[config.mk]
export PLATFORM = sky130hd
export DESIGN_NAME = pcpa_ram
export DESIGN_NICKNAME = d
export VERILOG_FILES = /design/src/pcpa_ram.sv
export SDC_FILE = /design/constraint.sdc
export NUM_CORES = 1
export LEC_CHECK = 0
export BUFFER_PORTS_ARGS = -buffer_cell sky130_fd_sc_hd__buf_2
export CELL_PAD_IN_SITES_DETAIL_PLACEMENT = 2
export CELL_PAD_IN_SITES_GLOBAL_PLACEMENT = 2
export CORE_ASPECT_RATIO = 2
export CORE_MARGIN = 4
export CORE_UTILIZATION = 39
export CTS_CLUSTER_SIZE = 10
export DETAILED_ROUTE_END_ITERATION = 16
export PLACE_DENSITY = 0.68
export SLEW_MARGIN = 15
export SYNTH_ARGS = -nofsm -noshare
export SYNTH_HDL_FRONTEND = slang
export SYNTH_SLANG_ARGS = --single-unit
export TNS_END_PERCENT = 100
[constraint.sdc]
create_clock -name clk -period 2.5 [get_ports clk]
set_clock_uncertainty 0.15 [all_clocks]
set_input_delay 0.5 -clock clk [delete_from_list [all_inputs] [get_ports clk]]
set_output_delay 0.5 -clock clk [all_outputs]
set_load 0.05 [all_outputs]
[src/pcpa_ram.sv]
// Generic single-write, single-read synchronous RAM with registered read data.
module pcpa_ram #(
  parameter int WIDTH = 8,
  parameter int DEPTH = 16,
  localparam int AW = (DEPTH > 1) ? $clog2(DEPTH) : 1
) (
  input  logic             clk,
  input  logic             we,
  input  logic [AW-1:0]    waddr,
  input  logic [WIDTH-1:0] wdata,
  input  logic             re,
  input  logic [AW-1:0]    raddr,
  output logic [WIDTH-1:0] rdata
);

  logic [WIDTH-1:0] mem [DEPTH];

  always_ff @(posedge clk) begin
    if (we) begin
      mem[waddr] <= wdata;
    end
    if (re) begin
      rdata <= mem[raddr];
    end
  end

endmodule

==> results of run 1 <==
==> per-layer routing <==
layer / vias to the layer above / part of all wire [%] / track usage, %
met5: - / 0 / 0
met4: 0 / 1.1 / 5.00
met3: 8 / 2.7 / 4.77
met2: 49 / 58 / 31.3
met1: 1370 / 39 / 18.1
li1: 1090 / - / -
==> power breakdown <==
| part | leakage [nW] | switching, mW | internal [mW] |
|---|---|---|---|
| combinational | 0.588 | 0.177 | 0.102 |
| sequential | 1.24 | 0.0141 | 2.57 |
| clock | 0.283 | 0.906 | 1.55 |
==> critical path: stages <==
cell and delay, ns:
buf_2 0.10, buf_12 0.24, mux4_1 0.59, a22oi_1 0.30
nand2_1 0.09
==> state kept, by name, summed over array words and instances (netlist names) <==
signal  cells
mem       128
rdata       8
==> cell type report <==
class                           count  area, um^2
Sequential cell                   136        4080
Clock buffer                       17         425
Timing Repair Buffer               46         305
Clock inverter                     14         158
Fill cell                        1135        6850
Tap cell                          152         190
Multi-Input combinational cell     83        1060
==> worst min-delay path by stage <==
| stage | to | from | slack [ns] |
|---|---|---|---|
| final | rdata[2]$_DFFE_PP_ | re | 0.32 |
| after CTS | mem[8][2]$_DFFE_PP_ | wdata[2] | 0.31 |
| after floorplan | mem[0][0]$_DFFE_PP_ | wdata[0] | 0.45 |
| after global routing | rdata[1]$_DFFE_PP_ | re | 0.31 |
| after global placement | rdata[4]$_DFFE_PP_ | mem[15][4]$_DFFE_PP_ | 0.57 |
| after detailed placement | rdata[4]$_DFFE_PP_ | mem[12][4]$_DFFE_PP_ | 0.60 |
==> Yosys cell counts, drive strengths merged <==
master,number
and2,1
a22oi,16
nand3,1
buf,7
nand3b,2
clkdlybuf4s25,3
nand2,9
nor3,4
nand2b,2
edfxtp,136
mux4,32
and2b,1
nor2b,1
nor2,13
or3b,1
==> through the flow <==
| step | hold WS (ns) | setup WS (ns) | instance area (um^2) |
|---|---|---|---|
| floorplan | 0.449 | 0.357 | 5230 |
| global route | 0.306 | 0.577 | 6220 |
| CTS | 0.312 | 0.654 | 6220 |
| finish | 0.324 | 0.639 | 6220 |
| global placement | 0.573 | 0.241 | 5640 |
| detailed placement | 0.604 | 0.222 | 5640 |
==> cells by family after synthesis <==
family | share of synthesized area [%]
DFF | 78.1
AOI/OAI and AO/OA | 2.30
and+or+nand+nor | 3.14
muxes | 14.8
buffers and inverters | 1.65
==> results by group, run 1 <==
Global route
  • Largest net degree at the start of global routing: 33
  • First-pass GRT wire length: ~18 mm
  • GRT Util Overall: between 10% and 20%
  • Vias in the first global route: between 2000 and 3000
  • GRT Residual Overflow: 0
  • Antenna violations before repair: 0

Pwr
  • Leak: between 2 and 2.5 nW
  • Cell Pwr Density: 855 mW/mm^2
  • Maximum VDD drop: about 0.54 mV
  • Total power draw: approximately 5.3 mW

Clocking
  • TritonCTS Buffers: 17
  • CTS tree: yes
  • Count of hold-fix buffers inserted at cts: 0
  • Quantity of gates resized following cts: 0
  • Max clock buf depth: 2
  • Clock Latency Late Sink: between 0.4 and 0.5 ns
  • Setup Fix Bufs, Post-CTS: 0
  • Sink Count: approximately 140
  • Clock Tree Root: clkbuf_16
  • H-tree depth: 4
  • CTS clk-pin slew, worst paths: roughly 0.06 ns

STA
  • Fmax: ~0.54 GHz
  • Final setup viols: 0
  • Unrepaired setup endpoints after global routing: no
  • Normalized max-slew margin: approximately 73%
  • Final worst path period need: 1.86 ns
  • Total negative slack: 0 ns
  • Worst-Margin Slew: roughly 0.41 ns
  • Max-slew violations: 0
  • Final Hold Viols: 0
  • Final period util: between 70% and 80%

Placement
  • Port buffer count: 26
  • Dpl hpwl: just under 8 mm
  • Gpl congestion: ~0.71
  • Placed Instances: around 420

Floorplan
  • Initial Utilization: roughly two fifths
  • Row count: between 50 and 60
  • Die area: 0.0154 mm^2
  • Die Y: roughly 170 um
  • Top Ports: 27
  • Die width: ~90 um
  • Core area: 0.0131 mm^2

Worst setup path
  • CP endpoint kind: flip-flop
  • Critical path class: in2reg
  • Worst setup endpoint: rdata[5]$_DFFE_PP_
  • Capturing point of the worst reg2reg path: rdata[5]$_DFFE_PP_
  • CP Launch Type: primary input
  • WP data required: 2.51 ns
  • Worst-case reg-to-reg path depth: 3
  • R2r startpoint: mem[2][5]$_DFFE_PP_
  • R2r setup slk: 0.84 ns
  • CP Max Fanout: 32
  • Arrival time worst endpoint: between 1.5 and 2 ns
  • Worst Setup SP: raddr[0]

Hold path
  • Hold Path Depth: 1
  • HP Class: in2reg

Synthesis
  • Number of distinct library cells after synthesis: 18
  • Leading area contributor after synthesis: edfxtp_1
  • Register area share after synthesis: about four fifths
  • Synth top area share: between 70% and 80%
  • Post-synth net total: between 200 and 250
  • Yosys warns: 0
  • Gate Count Post-Synth: about 230
  • Synth top area cells: edfxtp_1 (78%), mux4_2 (7.8%), mux4_1 (7.0%), a22oi_1 (2.3%), nor2_1 (0.93%)
  • FF+latch count, synth: about 140
  • Synth Cell Area: between 0.005 and 0.006 mm^2
  • Syn avg cell area: 22.8 um^2

Routing
  • DR vias: between 2000 and 3000
  • Starting DRT DRC Count: approximately 170
  • Vias per inst: between 5 and 6
  • WL/cell: ~26 um
  • DRC: 0
  • DRT Wirelength: 11.8 mm
  • ANT nets after route: 0
  • Pre-antenna DRT Iters: 4

Finish
  • Antenna cells: 0
  • Non-Filler Instances: 448
  • Most common cell after layout, fill and taps aside: edfxtp_1
  • Final #Nets: 303
  • Share of cells above drive strength 1: between 30 and 40%
  • Area grow syn2layout: 19.0%
  • Final design utilization: between 40 and 50%
  • Most frequent cells in the layout: edfxtp_1 (136), buf_2 (26), mux4_2 (18), buf_4 (18), clkbuf_16 (17)

Run status
  • Status: finished, final reports clean

Flow run
  • Max cap viols: 0
No activity file was read; power rests on OpenSTA's default activity.
==> run 2: changes to the inputs <==
==> constraint.sdc (replaced) <==
create_clock -name clk -period 1.85 [get_ports clk]
set_clock_uncertainty 0.15 [all_clocks]
set_input_delay 0.37 -clock clk [delete_from_list [all_inputs] [get_ports clk]]
set_output_delay 0.37 -clock clk [all_outputs]
set_load 0.05 [all_outputs]
==> run 2 against run 1 <==
Total power is 42% higher; sequential share of layout area is 1.3 points lower; register-to-register slack got worse by 0.69 ns; global-route usage up 1.0 points; via count is 1.9% higher; sequential power grew 35%; die area did not move; first-iteration DRC count shrank 6.0%; cell count grew 1.8%; critical path type is now reg2reg; critical endpoint is now rdata[3]$_DFFE_PP_; largest cell class unchanged.
==> results by group, run 2 (synthesized netlist as in run 1, its figures left out) <==
Routing
  • Vias per inst: 5.62
  • ANT nets after route: 0
  • Starting DRT DRC Count: between 150 and 200
  • DRC: 0
  • DRT Wirelength: roughly 13 mm
  • Pre-antenna DRT Iters: 5
  • WL/cell: roughly 28 um
  • DR vias: around 2600

Clocking
  • CTS tree: yes
  • Quantity of gates resized following cts: 0
  • TritonCTS Buffers: 17
  • CTS clk-pin slew, worst paths: approximately 0.06 ns
  • H-tree depth: 4
  • Max clock buf depth: 2
  • Sink Count: about 140
  • Count of hold-fix buffers inserted at cts: 0
  • Setup Fix Bufs, Post-CTS: 0
  • Clock Tree Root: clkbuf_16
  • Clock Latency Late Sink: 0.42 ns

Finish
  • Antenna cells: 0
  • Final design utilization: just under 50%
  • Largest reg by FF count: mem
  • Final Cell Area: 0.00635 mm^2
  • # fillers: 1133
  • Biggest regs: mem x128, rdata x8
  • Non-Filler Instances: around 460
  • Max reg flops: roughly 130
  • Most common cell after layout, fill and taps aside: edfxtp_1
  • Most frequent cells in the layout: edfxtp_1 (136), buf_2 (26), buf_4 (24)
  • Share of cells above drive strength 1: between 30 and 40%
  • Final #Nets: 310
  • Area grow syn2layout: 21.4%

Pwr
  • Sequential share of power: ~46%
  • Maximum VDD drop: 0.624 mV
  • Cell internal pwr: about 5.9 mW
  • Cell Pwr Density: approximately 1200 mW/mm^2
  • Power share of the combinational group: around 5.2%
  • Leak: ~2.2 nW
  • Psw: 1.65 mW
  • Sw Share: ~22%
  • Clock Power Share: about half

Placement
  • Gpl congestion: approximately 0.75
  • Port buffer count: 26
  • Placed Instances: about 420
  • DP Area: ~0.0057 mm^2
  • Dpl hpwl: ~8.4 mm

STA
  • Hold WS: 0.172 ns
  • Final Hold Viols: 0
  • Final period util: around nine tenths
  • Unrepaired setup endpoints after global routing: no
  • Max-slew violations: 0
  • Normalized max-slew margin: 41.5%
  • Final worst path period need: roughly 1.7 ns
  • Fmax: about 0.59 GHz
  • Total negative slack: 0 ns
  • Final setup viols: 0
  • Worst-Margin Slew: ~0.88 ns

Run status
  • Status: finished, final reports clean

Worst setup path
  • Critical-path cell list: mux4_1 -> a22oi_1 -> nand2_1
  • Crit-path slowest cell: mux4_1
  • CP Launch Type: flip-flop
  • CP Max Fanout: 1
  • Arrival time worst endpoint: approximately 1.7 ns
  • Max incr delay on CP: ~0.52 ns
  • Critical path class: reg2reg
  • CP endpoint kind: flip-flop
  • WP data required: around 1.9 ns

Global route
  • Vias in the first global route: slightly below 3000
  • Antenna violations before repair: 0
  • Met1 GRT Util: 19.4%
  • GRT busiest layer: met2
  • First-pass GRT wire length: 18.9 mm
  • Met2 GRT Util: about a third
  • Largest net degree at the start of global routing: 20
  • Met3 Use GR: under 10%
  • GRT Util Overall: between 10% and 20%
  • GRT Residual Overflow: 0

Floorplan
  • Die width: roughly 90 um
  • Die Y: between 150 and 200 um
  • Initial Utilization: between 40% and 50%
  • Row count: a little under 60
  • Core area: ~0.013 mm^2
  • Die area: approximately 0.015 mm^2
  • Top Ports: 27

Flow run
  • Max cap viols: 0

Hold path
  • HP Class: in2reg
## run 2: cell count changes in the layout (fill, tap and decap cells not counted)
cell / change
clkinv_1: -4
bufinv_16: +1
clkinv_2: -1
buf_4: +6
nor3_1: -1
inv_6: +4
buf_12: +1
inv_8: +1
nor3_2: +1
## run 2: final timing paths
path	start	to	slack (ns)	depth (start not counted)
worst max-delay path	mem[0][3]$_DFFE_PP_	rdata[3]$_DFFE_PP_	0.15	3
worst min-delay path	re	rdata[3]$_DFFE_PP_	0.17	1
worst max register to register	mem[0][3]$_DFFE_PP_	rdata[3]$_DFFE_PP_	0.15	3
worst min register to register	mem[12][4]$_DFFE_PP_	rdata[4]$_DFFE_PP_	0.62	3
## run 2: cell type report
cell class | instances | area [um^2] | area share [%]
well taps | 152 | 190 | 3.00
clock buffers | 17 | 425 | 6.70
multi-input cells | 83 | 1060 | 16.7
clock inverters | 15 | 214 | 3.37
flip-flops and latches | 136 | 4080 | 64.4
repair buffers | 53 | 370 | 5.84
## run 2: layer usage
| layer | share of wire (%) | vias to the layer above |
|---|---|---|
| met3 | 3.1 | 25 |
| met1 | 38 | 1359 |
| met2 | 56 | 75 |
| met5 | 0 | - |
| li1 | - | 1105 |
| met4 | 2.0 | 0 |
## run 2: per-stage QoR
stage | worst slack [ns] | power (mW)
after detailed placement | -0.212 | 3.96
after global placement | -0.208 | 3.93
after CTS | 0.143 | 7.64
final | 0.155 | 7.56
after global routing | 0.0869 | 7.80
after floorplan | 0.0476 | 3.78
## run 2: critical path: cells and delay by family (launching register included)
family	cells	cell delay [ns]
mux	1	0.52
flops	1	0.42
compound gates	1	0.27
simple gates	1	0.09
## run 2: power groups by stage
stage / Clock, mW / Sequential (mW) / Combinational (mW)
3_3_place_gp: 0 / 3.55 / 0.383
4_1_cts: 3.75 / 3.49 / 0.405
6_report: 3.68 / 3.49 / 0.394
2_1_floorplan: 0 / 3.60 / 0.175
5_1_grt: 3.88 / 3.50 / 0.424
3_5_place_dp: 0 / 3.56 / 0.400
==> run 3: changes to the inputs <==
==> constraint.sdc (replaced) <==
create_clock -name clk -period 1.85 [get_ports clk]
set_clock_uncertainty 0.15 [all_clocks]
set_input_delay 0.185 -clock clk [delete_from_list [all_inputs] [get_ports clk]]
set_output_delay 0.185 -clock clk [all_outputs]
set_load 0.05 [all_outputs]
==> run 3 against run 2 <==
Non-clock buffer count up 2; highest routed layer unchanged; wire length barely moved; register-to-register slack worse by 0.06 ns.
==> results by group, run 3 (synthesized netlist as in run 1, its figures left out) <==
Floorplan
  • Die width: 89.9 um
  • Core area: about 0.013 mm^2
  • Initial Utilization: ~40%
  • Top Ports: 27
  • Die Y: between 150 and 200 um
  • Die area: 0.0154 mm^2
  • Row count: between 50 and 60

Pwr
  • Leak: roughly 2.2 nW
  • Maximum VDD drop: between 0.7 and 0.8 mV
  • Total power draw: 7.39 mW
  • Cell Pwr Density: ~1200 mW/mm^2

Worst setup path
  • Worst Setup SP: mem[1][1]$_DFFE_PP_
  • Buffers plus inverters on the worst setup path: 0
  • WP data required: 1.85 ns
  • Critical-path cell list: mux4_1 -> a22oi_1 -> nand2_1
  • Max incr delay on CP: 0.52 ns
  • Crit-path slowest cell: mux4_1
  • CP endpoint kind: flip-flop
  • CP Launch Type: flip-flop
  • Critical path class: reg2reg
  • Arrival time worst endpoint: ~1.8 ns
  • Cell family with most CP delay: multiplexers
  • CP Max Fanout: 1
  • R2r startpoint: mem[1][1]$_DFFE_PP_

Clocking
  • Clock Tree Root: clkbuf_16
  • Clock Latency Late Sink: around 0.41 ns
  • Sink Count: approximately 140
  • TritonCTS Buffers: 17
  • CTS clk-pin slew, worst paths: 0.06 ns
  • Max clock buf depth: 2
  • CTS tree: yes
  • Quantity of gates resized following cts: 0
  • H-tree depth: 4

STA
  • Worst-Margin Slew: about 0.49 ns
  • Unrepaired setup endpoints after global routing: no
  • Final worst path period need: 1.76 ns
  • Max-slew violations: 0
  • Worst setup margin: about 0.095 ns
  • Fmax: 0.570 GHz
  • Hold WS: between 0.02 and 0.025 ns
  • Total negative slack: 0 ns
  • Normalized max-slew margin: a little under 70%
  • Final Hold Viols: 0
  • Final period util: 94.9%
  • Final setup viols: 0

Run status
  • Status: finished, final reports clean

Routing
  • Pre-antenna DRT Iters: 4
  • Starting DRT DRC Count: between 150 and 200
  • ANT nets after route: 0
  • Vias per inst: about 5.6
  • DRC: 0
  • WL/cell: between 20 and 30 um
  • DRT Wirelength: 12.7 mm
  • DR vias: roughly 2600

Global route
  • Antenna violations before repair: 0
  • GRT Util Overall: around 18%
  • Largest net degree at the start of global routing: 33
  • GRT Residual Overflow: 0
  • Vias in the first global route: around 3000
  • First-pass GRT wire length: 19.3 mm

Finish
  • Biggest regs: mem x128, rdata x8
  • Most common cell after layout, fill and taps aside: edfxtp_1
  • Share of cells above drive strength 1: around a third
  • Area grow syn2layout: 20.8%
  • Most frequent cells in the layout: edfxtp_1 (136), buf_2 (26), buf_4 (25)
  • Non-Filler Instances: roughly 460
  • Final Cell Area: between 0.006 and 0.007 mm^2
  • Register Area: between 0.004 and 0.005 mm^2
  • Final design utilization: about 48%
  • Max reg flops: about 130
  • Final #Nets: 312
  • # fillers: about 1100
  • Area used by multi-input combinational logic: approximately 0.0011 mm^2
  • Antenna cells: 0
  • Largest reg by FF count: mem

Hold path
  • HP Start: wdata[6]
  • HP Class: in2reg

Placement
  • Gpl congestion: 0.749
  • Port buffer count: 26
  • Placed Instances: between 400 and 500
  • Dpl hpwl: about 8.7 mm
  • Dpl ws: -0.119 ns
  • DP Area: roughly 0.0057 mm^2

Flow run
  • Max cap viols: 0
run 3: final timing paths:
path,end,slack (ns),cells past startpoint
max,rdata[1]$_DFFE_PP_,0.09,3
min,mem[4][6]$_DFFE_PP_,0.02,1
max reg2reg,rdata[1]$_DFFE_PP_,0.09,3
min reg2reg,rdata[2]$_DFFE_PP_,0.62,3
run 3: worst register-to-register path, stage by stage, from the launching register on:
cell and delay [ns]:
edfxtp_1 0.38, mux4_1 0.52, a22oi_1 0.36, nand2_1 0.10
run 3: cell type report:
type / instances / area share (%)
well taps: 152 / 3.01
flip-flops and latches: 136 / 64.7
multi-input cells: 83 / 16.7
clock buffers: 18 / 6.80
clock inverters: 12 / 2.79
repair buffers: 55 / 5.98
run 3: power breakdown:
group	switching (mW)	internal [mW]
combinational	0.250	0.147
clock	1.26	2.24
sequential	0.0210	3.47
run 3: timing repair:
action,4_1_cts,5_1_grt
buffers inserted,0,0
endpoints found under the hold margin,19,0
hold buffers,2,0
run 3: layer usage:
layer	routed length (um)	GRT usage, %
met3	257	3.33
met1	4670	18.6
met5	0	0
met2	7590	34.8
met4	214	7.74
